$ cat config.mk
export PLATFORM = sky130hd
export DESIGN_NAME = osa_edit_distance_top_flat
export DESIGN_NICKNAME = d
export VERILOG_FILES = /design/src/design/osa_pkg.sv /design/src/design/osa_in_if.sv /design/src/design/osa_out_if.sv /design/src/design/osa_ram.sv /design/src/design/osa_ctrl.sv /design/src/design/osa_dp.sv /design/src/design/osa_edit_distance_top.sv /design/src/flat_wrapper.sv
export VERILOG_INCLUDE_DIRS = /design/src /design/src/design
export SDC_FILE = /design/constraint.sdc
export NUM_CORES = 2
export LEC_CHECK = 0
export ABC_CLOCK_PERIOD_IN_PS = 11100
export BUFFER_PORTS_ARGS = -buffer_cell sky130_fd_sc_hd__buf_2
export CAP_MARGIN = 5
export CORE_ASPECT_RATIO = 0.75
export CORE_MARGIN = 2
export CORE_UTILIZATION = 55
export DETAILED_ROUTE_END_ITERATION = 16
export GPL_ROUTABILITY_DRIVEN = 0
export PLACE_DENSITY_LB_ADDON = 0.25
export SYNTH_ARGS = -nofsm -noshare
export SYNTH_HDL_FRONTEND = slang
export SYNTH_SLANG_ARGS = --single-unit
$ cat constraint.sdc
create_clock -name clk -period 11.1 [get_ports clk]
set_input_delay 1.11 -clock clk [delete_from_list [all_inputs] [get_ports clk]]
set_output_delay 1.11 -clock clk [all_outputs]
set_load 0.01 [all_outputs]
$ cat src/design/osa_edit_distance_top_assert.svh
// Assertion macros for the edit distance block.
// Both macros sample on clk and are disabled while rst_n is low.
`ifndef OSA_EDIT_DISTANCE_TOP_ASSERT_SVH
`define OSA_EDIT_DISTANCE_TOP_ASSERT_SVH

// Consequent checked in the same cycle as the antecedent.
`define OSA_ASSERT_SAME(label, ante, cons, msg) \
    label: assert property (@(posedge clk) disable iff (!rst_n) (ante) |-> (cons)) \
        else $error(msg);

// Consequent checked in the cycle after the antecedent.
`define OSA_ASSERT_NEXT(label, ante, cons, msg) \
    label: assert property (@(posedge clk) disable iff (!rst_n) (ante) |=> (cons)) \
        else $error(msg);

`endif

$ cat src/design/osa_pkg.sv
`timescale 1ns / 1ps
// ----------------------------------------------------------------------------
// osa_pkg
// Shared widths, function codes and the controller/datapath command and
// status structs.
// ----------------------------------------------------------------------------
package osa_pkg;

    localparam int MAX_LEN_DEF = 64;
    localparam int FUNC_W      = 2;
    localparam int SYM_W       = 8;
    localparam int DIST_W      = 7;
    localparam int DIST_SAT    = 127;

    localparam logic [FUNC_W-1:0] FUNC_FIRST  = 2'd0;
    localparam logic [FUNC_W-1:0] FUNC_SECOND = 2'd1;
    localparam logic [FUNC_W-1:0] FUNC_END    = 2'd2;

    typedef struct packed {
        logic load_first;
        logic set_ovf;
        logic row_start;
        logic rd;
        logic cmp;
        logic row_end;
        logic emit;
    } cmd_t;

    typedef struct packed {
        logic first_zero;
        logic first_full;
        logic second_zero;
        logic second_full;
        logic last_col;
    } sts_t;

endpackage

$ cat src/design/osa_in_if.sv
`timescale 1ns / 1ps
// ----------------------------------------------------------------------------
// osa_in_if
// Input channel: function code and symbol byte per beat.
// ----------------------------------------------------------------------------
interface osa_in_if;
    import osa_pkg::*;

    logic              valid;
    logic              ready;
    logic [FUNC_W-1:0] func;
    logic [SYM_W-1:0]  symbol;

    modport source (output valid, output func, output symbol, input ready);
    modport sink   (input valid, input func, input symbol, output ready);

endinterface

$ cat src/design/osa_out_if.sv
`timescale 1ns / 1ps
// ----------------------------------------------------------------------------
// osa_out_if
// Output channel: distance and overflow flag per beat.
// ----------------------------------------------------------------------------
interface osa_out_if;
    import osa_pkg::*;

    logic              valid;
    logic              ready;
    logic [DIST_W-1:0] distance;
    logic              overflow;

    modport source (output valid, output distance, output overflow, input ready);
    modport sink   (input valid, input distance, input overflow, output ready);

endinterface

$ cat src/design/osa_ram.sv
`timescale 1ns / 1ps
// ----------------------------------------------------------------------------
// osa_ram
// Generic single write port, single read port RAM with registered read.
// ----------------------------------------------------------------------------
module osa_ram #(
    parameter int WIDTH = 8,
    parameter int DEPTH = 64
) (
    input  logic                     clk,
    input  logic                     wr_en,
    input  logic [$clog2(DEPTH)-1:0] wr_addr,
    input  logic [WIDTH-1:0]         wr_data,
    input  logic                     rd_en,
    input  logic [$clog2(DEPTH)-1:0] rd_addr,
    output logic [WIDTH-1:0]         rd_data
);

    logic [WIDTH-1:0] mem [DEPTH];
    logic [WIDTH-1:0] rd_data_reg;

    always_ff @(posedge clk)
    begin
        if (wr_en)
        begin
            mem[wr_addr] <= wr_data;
        end
        if (rd_en)
        begin
            rd_data_reg <= mem[rd_addr];
        end
    end

    assign rd_data = rd_data_reg;

endmodule

$ cat src/design/osa_ctrl.sv
`timescale 1ns / 1ps
// ----------------------------------------------------------------------------
// osa_ctrl
// Controller: decodes input beats and sequences the per-column row update.
// ----------------------------------------------------------------------------
module osa_ctrl (
    input  logic                          clk,
    input  logic                          rst_n,
    input  logic                          in_valid,
    input  logic [osa_pkg::FUNC_W-1:0]    in_func,
    output logic                          in_ready,
    input  logic                          out_ready,
    output logic                          out_valid,
    output osa_pkg::cmd_t                 cmd,
    input  osa_pkg::sts_t                 sts
);
    import osa_pkg::*;

    typedef enum logic [1:0] {
        S_IDLE,
        S_RD,
        S_CMP,
        S_FIN
    } state_t;

    state_t state_reg;
    state_t state_next;
    logic   out_valid_reg;
    logic   out_valid_next;
    logic   accept;

    assign in_ready  = (state_reg == S_IDLE) && (!out_valid_reg || out_ready);
    assign accept    = in_valid && in_ready;
    assign out_valid = out_valid_reg;

    always_comb
    begin
        cmd            = '0;
        state_next     = state_reg;
        out_valid_next = out_valid_reg && !out_ready;
        unique case (state_reg)
            S_IDLE:
            begin
                if (accept)
                begin
                    case (in_func)
                        FUNC_FIRST:
                        begin
                            if (sts.second_zero)
                            begin
                                if (sts.first_full)
                                begin
                                    cmd.set_ovf = 1'b1;
                                end
                                else
                                begin
                                    cmd.load_first = 1'b1;
                                end
                            end
                        end
                        FUNC_SECOND:
                        begin
                            if (sts.second_full)
                            begin
                                cmd.set_ovf = 1'b1;
                            end
                            else
                            begin
                                cmd.row_start = 1'b1;
                                state_next    = sts.first_zero ? S_FIN : S_RD;
                            end
                        end
                        FUNC_END:
                        begin
                            cmd.emit       = 1'b1;
                            out_valid_next = 1'b1;
                        end
                        default:
                        begin
                        end
                    endcase
                end
            end
            S_RD:
            begin
                cmd.rd     = 1'b1;
                state_next = S_CMP;
            end
            S_CMP:
            begin
                cmd.cmp    = 1'b1;
                state_next = sts.last_col ? S_FIN : S_RD;
            end
            S_FIN:
            begin
                cmd.row_end = 1'b1;
                state_next  = S_IDLE;
            end
            default:
            begin
                state_next = S_IDLE;
            end
        endcase
    end

    always_ff @(posedge clk or negedge rst_n)
    begin
        if (!rst_n)
        begin
            state_reg     <= S_IDLE;
            out_valid_reg <= 1'b0;
        end
        else
        begin
            state_reg     <= state_next;
            out_valid_reg <= out_valid_next;
        end
    end

endmodule

$ cat src/design/osa_dp.sv
`timescale 1ns / 1ps
// ----------------------------------------------------------------------------
// osa_dp
// Datapath: first-string store, two cost rows in RAM, one DP column per
// compute step, and the result register.
// ----------------------------------------------------------------------------
module osa_dp #(
    parameter int MAX_LEN = osa_pkg::MAX_LEN_DEF
) (
    input  logic                          clk,
    input  logic                          rst_n,
    input  osa_pkg::cmd_t                 cmd,
    output osa_pkg::sts_t                 sts,
    input  logic [osa_pkg::SYM_W-1:0]     in_symbol,
    output logic [osa_pkg::DIST_W-1:0]    out_distance,
    output logic                          out_overflow
);
    import osa_pkg::*;

    localparam int LW = $clog2(MAX_LEN + 1);
    localparam int AW = $clog2(MAX_LEN);
    localparam int CW = LW + 1;
    localparam int EW = (LW > DIST_W) ? LW : DIST_W;

    logic [LW-1:0]    first_len_reg;
    logic [LW-1:0]    second_len_reg;
    logic [SYM_W-1:0] prev_sym_reg;
    logic             ovf_reg;
    logic [SYM_W-1:0] b_reg;
    logic [LW-1:0]    col_reg;
    logic [LW-1:0]    cur_prev_reg;
    logic [LW-1:0]    new_prev_reg;
    logic [LW-1:0]    bd1_reg;
    logic [LW-1:0]    bd2_reg;
    logic [SYM_W-1:0] a_prev_reg;
    logic [LW-1:0]    dist_last_reg;
    logic [DIST_W-1:0] dist_out_reg;
    logic             ovf_out_reg;

    logic [LW-1:0]    col_dec;
    logic [AW-1:0]    col_addr;
    logic [SYM_W-1:0] a_rd;
    logic [LW-1:0]    cur_rd;
    logic [LW-1:0]    bef_rd;
    logic [LW-1:0]    cur_i;
    logic [CW-1:0]    sub_c;
    logic [CW-1:0]    del_c;
    logic [CW-1:0]    ins_c;
    logic [CW-1:0]    trn_c;
    logic [CW-1:0]    best_c;
    logic             trn_ok;
    logic [LW-1:0]    best;
    logic [LW-1:0]    dist_w;
    logic [EW-1:0]    dist_e;

    assign col_dec  = col_reg - LW'(1);
    assign col_addr = col_dec[AW-1:0];

    osa_ram #(.WIDTH(SYM_W), .DEPTH(MAX_LEN)) u_str_ram (
        .clk     (clk),
        .wr_en   (cmd.load_first),
        .wr_addr (first_len_reg[AW-1:0]),
        .wr_data (in_symbol),
        .rd_en   (cmd.rd),
        .rd_addr (col_addr),
        .rd_data (a_rd)
    );

    osa_ram #(.WIDTH(LW), .DEPTH(MAX_LEN)) u_cur_ram (
        .clk     (clk),
        .wr_en   (cmd.cmp),
        .wr_addr (col_addr),
        .wr_data (best),
        .rd_en   (cmd.rd),
        .rd_addr (col_addr),
        .rd_data (cur_rd)
    );

    osa_ram #(.WIDTH(LW), .DEPTH(MAX_LEN)) u_bef_ram (
        .clk     (clk),
        .wr_en   (cmd.cmp),
        .wr_addr (col_addr),
        .wr_data (cur_i),
        .rd_en   (cmd.rd),
        .rd_addr (col_addr),
        .rd_data (bef_rd)
    );

    // first row: the previous row is the column index
    assign cur_i = (second_len_reg == '0) ? col_reg : cur_rd;

    always_comb
    begin
        sub_c  = CW'(cur_prev_reg) + CW'(a_rd != b_reg);
        del_c  = CW'(cur_i) + CW'(1);
        ins_c  = CW'(new_prev_reg) + CW'(1);
        trn_c  = CW'(bd2_reg) + CW'(1);
        trn_ok = (col_reg > LW'(1)) && (second_len_reg != '0)
                 && (a_rd == prev_sym_reg) && (a_prev_reg == b_reg);
        best_c = (del_c < ins_c) ? del_c : ins_c;
        if (sub_c < best_c)
        begin
            best_c = sub_c;
        end
        if (trn_ok && (trn_c < best_c))
        begin
            best_c = trn_c;
        end
        best = best_c[LW-1:0];
    end

    always_comb
    begin
        if (ovf_reg)
        begin
            dist_w = '0;
        end
        else if (second_len_reg == '0)
        begin
            dist_w = first_len_reg;
        end
        else
        begin
            dist_w = dist_last_reg;
        end
        dist_e = EW'(dist_w);
    end

    assign sts.first_zero  = (first_len_reg == '0);
    assign sts.first_full  = (first_len_reg == LW'(MAX_LEN));
    assign sts.second_zero = (second_len_reg == '0);
    assign sts.second_full = (second_len_reg == LW'(MAX_LEN));
    assign sts.last_col    = (col_reg == first_len_reg);

    always_ff @(posedge clk or negedge rst_n)
    begin
        if (!rst_n)
        begin
            first_len_reg  <= '0;
            second_len_reg <= '0;
            prev_sym_reg   <= '0;
            ovf_reg        <= 1'b0;
        end
        else
        begin
            if (cmd.emit)
            begin
                first_len_reg  <= '0;
                second_len_reg <= '0;
                prev_sym_reg   <= '0;
                ovf_reg        <= 1'b0;
            end
            else
            begin
                if (cmd.load_first)
                begin
                    first_len_reg <= first_len_reg + LW'(1);
                end
                if (cmd.set_ovf)
                begin
                    ovf_reg <= 1'b1;
                end
                if (cmd.row_end)
                begin
                    second_len_reg <= second_len_reg + LW'(1);
                    prev_sym_reg   <= b_reg;
                end
            end
        end
    end

    always_ff @(posedge clk)
    begin
        if (cmd.row_start)
        begin
            b_reg        <= in_symbol;
            col_reg      <= LW'(1);
            cur_prev_reg <= second_len_reg;
            new_prev_reg <= second_len_reg + LW'(1);
            bd1_reg      <= second_len_reg - LW'(1);
        end
        if (cmd.cmp)
        begin
            col_reg      <= col_reg + LW'(1);
            cur_prev_reg <= cur_i;
            new_prev_reg <= best;
            bd1_reg      <= bef_rd;
            bd2_reg      <= bd1_reg;
            a_prev_reg   <= a_rd;
        end
        if (cmd.row_end)
        begin
            dist_last_reg <= new_prev_reg;
        end
        if (cmd.emit)
        begin
            dist_out_reg <= (dist_e > EW'(DIST_SAT)) ? DIST_W'(DIST_SAT)
                                                     : dist_e[DIST_W-1:0];
            ovf_out_reg  <= ovf_reg;
        end
    end

    assign out_distance = dist_out_reg;
    assign out_overflow = ovf_out_reg;

endmodule

$ cat src/design/osa_edit_distance_top.sv
`timescale 1ns / 1ps
// ----------------------------------------------------------------------------
// osa_edit_distance_top
// Optimal string alignment edit distance between two byte strings.
//
//   channel  dir  payload               handshake
//   in_ch    in   func[1:0] symbol[7:0] valid/ready
//   out_ch   out  distance[6:0] overflow valid/ready
//
// First-string, end and unused beats are handled in the cycle they are accepted.
// A second-string beat runs one DP column per first-string symbol: each
// DP column needs one registered read of the row RAMs and one compute/write.
// No clearing pass after reset; the block is ready in the first cycle.
// The result waits in an output register; input stalls during a row update
// and while a held result waits for ready.
// ----------------------------------------------------------------------------
`include "osa_edit_distance_top_assert.svh"

module osa_edit_distance_top #(
    parameter int MAX_LEN = osa_pkg::MAX_LEN_DEF
) (
    input  logic       clk,
    input  logic       rst_n,
    osa_in_if.sink     in_ch,
    osa_out_if.source  out_ch
);
    import osa_pkg::*;

    cmd_t cmd;
    sts_t sts;

    osa_ctrl u_ctrl (
        .clk       (clk),
        .rst_n     (rst_n),
        .in_valid  (in_ch.valid),
        .in_func   (in_ch.func),
        .in_ready  (in_ch.ready),
        .out_ready (out_ch.ready),
        .out_valid (out_ch.valid),
        .cmd       (cmd),
        .sts       (sts)
    );

    osa_dp #(.MAX_LEN(MAX_LEN)) u_dp (
        .clk          (clk),
        .rst_n        (rst_n),
        .cmd          (cmd),
        .sts          (sts),
        .in_symbol    (in_ch.symbol),
        .out_distance (out_ch.distance),
        .out_overflow (out_ch.overflow)
    );

    `OSA_ASSERT_SAME(a_ovf_zero, out_ch.valid && out_ch.overflow, out_ch.distance == '0, "overflow beat with non-zero distance")
    `OSA_ASSERT_SAME(a_dist_bound, out_ch.valid && !out_ch.overflow, out_ch.distance <= MAX_LEN, "distance beyond maximum length")
    `OSA_ASSERT_SAME(a_hold_input, out_ch.valid && !out_ch.ready, !in_ch.ready, "input taken while result is held")
    `OSA_ASSERT_NEXT(a_end_emits, in_ch.valid && in_ch.ready && (in_ch.func == FUNC_END), out_ch.valid, "end beat gave no result")

endmodule

$ cat src/flat_wrapper.sv
// flat-port wrapper written by rule: the top's interface ports become plain ports
module osa_edit_distance_top_flat import osa_pkg::*;
#(
    parameter int MAX_LEN = osa_pkg::MAX_LEN_DEF
)
  (clk, rst_n, in_ch_valid, in_ch_func, in_ch_symbol, in_ch_ready, out_ch_valid, out_ch_distance, out_ch_overflow, out_ch_ready);
  osa_in_if in_ch_i ();
  osa_out_if out_ch_i ();
  input  logic clk;
  input  logic rst_n;
  input wire logic [$bits(in_ch_i.valid)-1:0] in_ch_valid;
  input wire logic [$bits(in_ch_i.func)-1:0] in_ch_func;
  input wire logic [$bits(in_ch_i.symbol)-1:0] in_ch_symbol;
  output wire logic [$bits(in_ch_i.ready)-1:0] in_ch_ready;
  output wire logic [$bits(out_ch_i.valid)-1:0] out_ch_valid;
  output wire logic [$bits(out_ch_i.distance)-1:0] out_ch_distance;
  output wire logic [$bits(out_ch_i.overflow)-1:0] out_ch_overflow;
  input wire logic [$bits(out_ch_i.ready)-1:0] out_ch_ready;
  assign in_ch_i.valid = in_ch_valid;
  assign in_ch_i.func = in_ch_func;
  assign in_ch_i.symbol = in_ch_symbol;
  assign in_ch_ready = in_ch_i.ready;
  assign out_ch_valid = out_ch_i.valid;
  assign out_ch_distance = out_ch_i.distance;
  assign out_ch_overflow = out_ch_i.overflow;
  assign out_ch_i.ready = out_ch_ready;
  osa_edit_distance_top #(.MAX_LEN(MAX_LEN)) u_core (.clk(clk), .rst_n(rst_n), .in_ch(in_ch_i), .out_ch(out_ch_i));
endmodule
# == Word-level counts from Yosys, hierarchy flattened ==
# Memory sizes are Yosys's and may differ from the RTL's. A register that Yosys moved wholly into a read port is not among the register bits.
# Cells that the tools add are included.
# word_totals
reg_bits,92
latch_bits,0
ram_bits,1408
rom_bits,0
input_bits,14
out_inout_bits,10
wordCells,118
memories,3
# memory_table
memory,words,word_bits,read_ports,rd_clocked_by_memory_dff,wr,line,text
u_core.u_dp.u_str_ram.mem,64,8,1,1,1,osa_ram.sv:19,logic [WIDTH-1:0] mem [DEPTH];
u_core.u_dp.u_bef_ram.mem,64,7,1,1,1,osa_ram.sv:19,
u_core.u_dp.u_cur_ram.mem,64,7,1,1,1,osa_ram.sv:19,
# op_classes
n_addsub,9
multipliers,0
div,0
n_lt_le_gt_ge,5
eq_ne,14
shift,0
mux,51
bitwise,0
n_reduce_logical,20
# ops
cell,n
two-way mux 7 bit,16
two-way mux 8 bit,4
adder 7 x 1 -> 8 bit (second input constant),3
less-than comparator 8 bit,3
adder 7 x 1 -> 7 bit (second input constant),3
two-way mux 1 bit,21
== test 8 bit,2
== test 7 bit (second input constant),2
logical NOT 7 bit,2
two-way mux 2 bit,6
adder 7 x 1 -> 8 bit,1
!= test 8 bit,1
one-hot mux 2 bit (4 select lines),1
nonzero test 2 bit,4
== test 7 bit,1
> comparator 7 x 1 -> 1 bit (second input constant),1
> comparator 7 bit (second input constant),1
logical AND 1 bit,7
nonzero test 7 bit,1
subtractor 7 x 1 -> 7 bit (second input constant),1
== test 2 bit (second input constant),3
two-way mux 3 bit,2
subtractor 6 x 1 -> 6 bit (second input constant),1
== test 2 x 1 -> 1 bit (second input constant),2
7 further kinds,10

# == Logic depth before layout (Yosys ltp) ==
# depth
depth_word,11
mapped_depth,36
ltp_nobuf,34

# == Modules after synthesis ==
# A second synthesis with hierarchy kept.
# hier_totals
hier_cells,3187
area_unflattened_um2,61690.4
# modules_own_cells
module,n_inst,cells_each,area_each_um2
osa_ram at u_core.u_dp.u_bef_ram ...,2,827,17705.7
osa_ram at u_core.u_dp.u_str_ram,1,940,20246.9
osa_dp,1,568,5805.6
osa_ctrl,1,25,226.5

# == Worst setup path before layout ==
# OpenSTA, ideal clock, no wires.
# synth_timing
kind,register to register
from,reg u_core.u_dp.second_len_reg[0]
to,mem u_core.u_dp.u_cur_ram.mem[0][1] (netlist bit) (data pin)
setup_ps,571
t_arrival_ps,11601
required_time_ps,10529
path_slack_ps,-1072
path_stages_with_launch,30
n_path_buf,2
cell_sequence,dfrtp_1 -> inv_1 -> ha_1 -> nor3b_4 -> nand2_2 -> buf_6 -> clkbuf_1 -> o21ai_0 -> ha_1 -> nand2_1 -> o31ai_1 -> xnor2_1 -> ha_1 -> nand2_1 -> o21ai_1 -> o21ai_0 -> a21oi_4 -> mux2_2 -> ha_1 -> nand2_1 -> or4_1 -> a22oi_4 -> o21ai_0 -> ha_1 -> a2111oi_1 -> nand4_1 -> nor4_1 -> nand3_1 -> o211ai_4 -> mux2i_1
# synth_via
elab_chain_len,10
word_cells_on_any_way,14
classes_between,add/sub: 1; order compare: 3; mux: 4; reduce/logical: 6
# synth_lines
element,line,text
"start, declared",osa_dp.sv:26,logic [LW-1:0] second_len_reg;
"start signal, assigned",osa_dp.sv:165,second_len_reg <= second_len_reg + LW'(1);
logical NOT 7 bit *,osa_dp.sv:90,assign cur_i = (second_len_reg == '0) ? col_reg : cur_rd;
two-way mux 7 bit *,osa_dp.sv:90,
via u_core.u_dp.cur_i[1],osa_dp.sv:45,logic [LW-1:0] cur_i;
adder 7 x 1 -> 8 bit *,osa_dp.sv:95,del_c = CW'(cur_i) + CW'(1);
less-than comparator 8 bit,osa_dp.sv:100,best_c = (del_c < ins_c) ? del_c : ins_c;
two-way mux 8 bit *,osa_dp.sv:100,
less-than comparator 8 bit,osa_dp.sv:101,if (sub_c < best_c)
two-way mux 8 bit *,osa_dp.sv:101,
less-than comparator 8 bit,osa_dp.sv:105,if (trn_ok && (trn_c < best_c))
logical AND 1 bit,osa_dp.sv:105,
two-way mux 7 bit *,osa_dp.sv:105,
via u_core.u_dp.best_c[1],osa_dp.sv:50,logic [CW-1:0] best_c;
"end, declared",osa_ram.sv:19,
# The timed path passes the listed nets; every way through them passes the cells marked *.

# == Worst setup path in the final report ==
# layout_timing
from,reg u_core.u_dp.second_len_reg[0]
to,reg u_core.u_dp.new_prev_reg[1] (data pin)
# layout_via
elab_chain_len,11
word_cells_on_any_way,17
classes_between,add/sub: 2; order compare: 3; mux: 6; reduce/logical: 6
# layout_lines
element,line,text
logical NOT 7 bit *,osa_dp.sv:90,
two-way mux 7 bit *,osa_dp.sv:90,
via u_core.u_dp.cur_i[0],osa_dp.sv:45,
adder 7 x 1 -> 8 bit *,osa_dp.sv:95,
less-than comparator 8 bit,osa_dp.sv:100,
two-way mux 8 bit *,osa_dp.sv:100,
less-than comparator 8 bit,osa_dp.sv:101,
two-way mux 8 bit *,osa_dp.sv:101,
less-than comparator 8 bit,osa_dp.sv:105,
logical AND 1 bit,osa_dp.sv:105,
two-way mux 7 bit *,osa_dp.sv:105,
via u_core.u_dp.best_c[1],osa_dp.sv:50,
two-way mux 7 bit *,osa_dp.sv:182,if (cmd.cmp)
"end signal, assigned",osa_dp.sv:179,new_prev_reg <= second_len_reg + LW'(1);
"end signal, assigned",osa_dp.sv:186,new_prev_reg <= best;
"end, declared",osa_dp.sv:32,logic [LW-1:0] new_prev_reg;
# The timed path passes the listed nets; every way through them passes the cells marked *. The select of a mux whose other input is x is not followed.
# A chain may end at the register's enable or synchronous reset.

==> impl_metrics.tcl <==
set metrics [dict create \
    synthArstFlopShare_pct 1.71 \
    hpwl_mm 102 \
    syn_inst 3776 \
    initial_core_util_pct 55.4 \
    tns_ns 0 \
    grt_antenna_before_repair 11 \
    antenna_left 0 \
    clk_latency_ns 0.79 \
    routedWlPerCell_um 31.9 \
    cts_tree "built" \
    slowest_delay_ns 0.81 \
    ys_types 77 \
    crit_path_frequent_cell "ha_1" \
    synth_area_mm2 0.0594 \
    crit_type "reg -> reg" \
    reg_top3 "u_core.u_dp.u_str_ram.mem (512), u_core.u_dp.u_bef_ram.mem (448), u_core.u_dp.u_cur_ram.mem (448)" \
    rows 104 \
    cts_sinks 1522 \
    critPathTopFamily "compound AO/OA/AOI/OAI gates" \
    seqCellArea_mm2 0.0456 \
    min_path_type "in -> async" \
    finalClockSkew_ns 0.0333 \
    syn_area_per_cell_um2 15.7 \
    crit_path_start_kind "register" \
    via_count 36615 \
    outcome "completed" \
    dr.pass1.iters 8 \
    drt-initial-drc-count 5930 \
    grt_max_degree 104 \
    post_drt_via_cell_ratio 6.76 \
    ios 24 \
    synthFlopType "edfxtp_1" \
    fin_crit_ns 9.52 \
    track_usage_pct 31.2 \
    setup_viol 0 \
    grt-ovfl-total 0 \
    critPathRequiredTime_ns 11.74 \
    slew_headroom_pct 6.09 \
    dieHeight_um 289 \
    numPortBuffers 23 \
    critPathArrivalTime_ns 10.16 \
    rsz0062_at_grt "false" \
    drive_gt1_share_pct 11.9 \
    num-fill-cells 7693 \
    largest_reg_flops 512 \
    netlist.area_leader.share_pct 75.6 \
    grt_pass1_vias 33879 \
    yosysSeqAreaShare_pct 76.7 \
    die-area_mm2 0.111 \
    htreeDepth 4 \
    syn2layout_area_growth_pct 11.4 \
    cp-end-kind "register" \
    mappedNetlistNets 3823 \
    crit_buf_inv 3 \
    multi_input_area_mm2 0.0129 \
    tightest_slew_ns 1.41 \
    cts_buffers 143 \
    synth_top_cell_by_area "edfxtp_1" \
    slowest_stage "mux2i_4" \
    wl_mm 173 \
    fin_crit_sh_pct 85.8 \
    worstPathMaxFanout 41 \
    top_register "u_core.u_dp.u_str_ram.mem" \
    core_mm2 0.107 \
    grt_first_pass_wirelength_mm 246 \
    cts_hold_repair.buffers 0 \
    fin_nets 3921 \
    fmax_mhz 105 \
    cts_buffer_depth 3 \
    root_buffer "clkbuf_16" \
    ys_seq_elements 1522 \
    maxCapViolCount 0 \
    route.detailed.drc 0 \
    post_cts_resized 0 \
    report.final.slew_viol_count 0 \
    post_cts_buffers 0 \
    synth-edff-count 1496 \
    yosysWarnings 0 \
    synth_area_leaders "edfxtp_1 (76%), a22oi_1 (4.7%), nand2_1 (2.6%)" \
    fp.dieW_um 384 \
    cts.clk_slew.worst_paths_ns 0.06 \
    hold_violations 0 \
]
## cells in the final DEF (no fill, tap or decap), drive strengths merged, types with 9 or more instances in the layout
| cell | synthesis | layout |
|---|---|---|
| edfxtp | 1496 | 1496 |
| nand2 | 405 | 405 |
| a22oi | 372 | 372 |
| nor2 | 218 | 218 |
| a21oi | 181 | 181 |
| buf | 110 | 181 |
| clkbuf | 118 | 178 |
| mux2i | 109 | 109 |
| o21ai | 103 | 103 |
| nand3 | 69 | 69 |
| clkinv | 1 | 55 |
| xor2 | 54 | 54 |
| a31oi | 46 | 46 |
| nand4 | 43 | 43 |
| inv | 33 | 41 |
| o22ai | 38 | 38 |
| a41oi | 34 | 34 |
| ha | 33 | 33 |
| a221oi | 28 | 28 |
| mux4 | 27 | 27 |
| dfrtp | 26 | 26 |
| xnor2 | 25 | 25 |
| nor3 | 21 | 21 |
| nor4 | 17 | 17 |
| a311oi | 14 | 14 |
| and3 | 14 | 14 |
| mux2 | 14 | 14 |
| o221ai | 11 | 11 |
| a2111oi | 11 | 11 |
| a31o | 9 | 9 |
| o211ai | 9 | 9 |
## path summary, 6_finish.rpt
check / from / endpoint / slack, ns / cells past startpoint
worst max-delay path: u_core.u_dp.second_len_reg[0] / u_core.u_dp.new_prev_reg[1] / 1.58 / 31
worst min-delay path: rst_n / u_core.u_dp.prev_sym_reg[7] / 0.36 / 1
worst max register to register: u_core.u_dp.second_len_reg[0] / u_core.u_dp.new_prev_reg[1] / 1.58 / 31
worst min register to register: u_core.u_dp.bd1_reg[5] / u_core.u_dp.bd2_reg[5] / 0.42 / 0
max in group asynchronous: rst_n / u_core.u_dp.prev_sym_reg[6] / 10.33 / 1
min in group clk: u_core.u_dp.bd1_reg[5] / u_core.u_dp.bd2_reg[5] / 0.42 / 0
## synthesized netlist by cell type (all sizes together), types with 34 or more instances
cell,n
a41oi,34
a22oi,372
nand3,69
mux2i,109
nand4,43
xor2,54
edfxtp,1496
a21oi,181
o21ai,103
nand2,405
buf,110
a31oi,46
o22ai,38
clkbuf,118
nor2,218
## logic make-up after synthesis
| logic type | share of synthesized area, % |
|---|---|
| compound gates | 10.4 |
| mux | 3.15 |
| flops | 76.7 |
| buf+inv | 1.88 |
| fa+ha+maj | 0.695 |
| simple gates | 6.03 |
| xor+xnor | 1.18 |
## per-stage QoR
stage	area, µm²	instances	utilization, %	hold slack [ns]	setup slack (ns)
after CTS	66200	5412	61.7	0.343	1.72
after floorplan	59400	3776	-	0.400	0.118
after global placement	61800	5159	57.6	0.403	1.90
final	66200	5417	61.8	0.363	1.58
after global routing	66200	5415	61.8	0.383	0.902
after detailed placement	61800	5159	57.6	0.408	1.71
## layer usage
layer / part of all wire (%) / global-route usage [%] / up-vias
li1: - / - / 15126
met1: 40 / 47.7 / 18265
met2: 42 / 42.7 / 2887
met3: 16 / 10.6 / 325
met4: 2.6 / 8.98 / 12
met5: 0.045 / 0 / -
## area by class of cell
class                           count  area share [%]
Sequential cell                  1522            68.8
Multi-Input combinational cell   1992            19.5
Clock buffer                      178            5.70
Tap cell                         1431            2.70
Timing Repair Buffer              181            2.08
Clock inverter                     75           0.943
Inverter                           34           0.193
Antenna cell                        4          0.0151
Power is not shown: default switching activity piles up to over one toggle a cycle in this logic, so the estimate is an artifact.
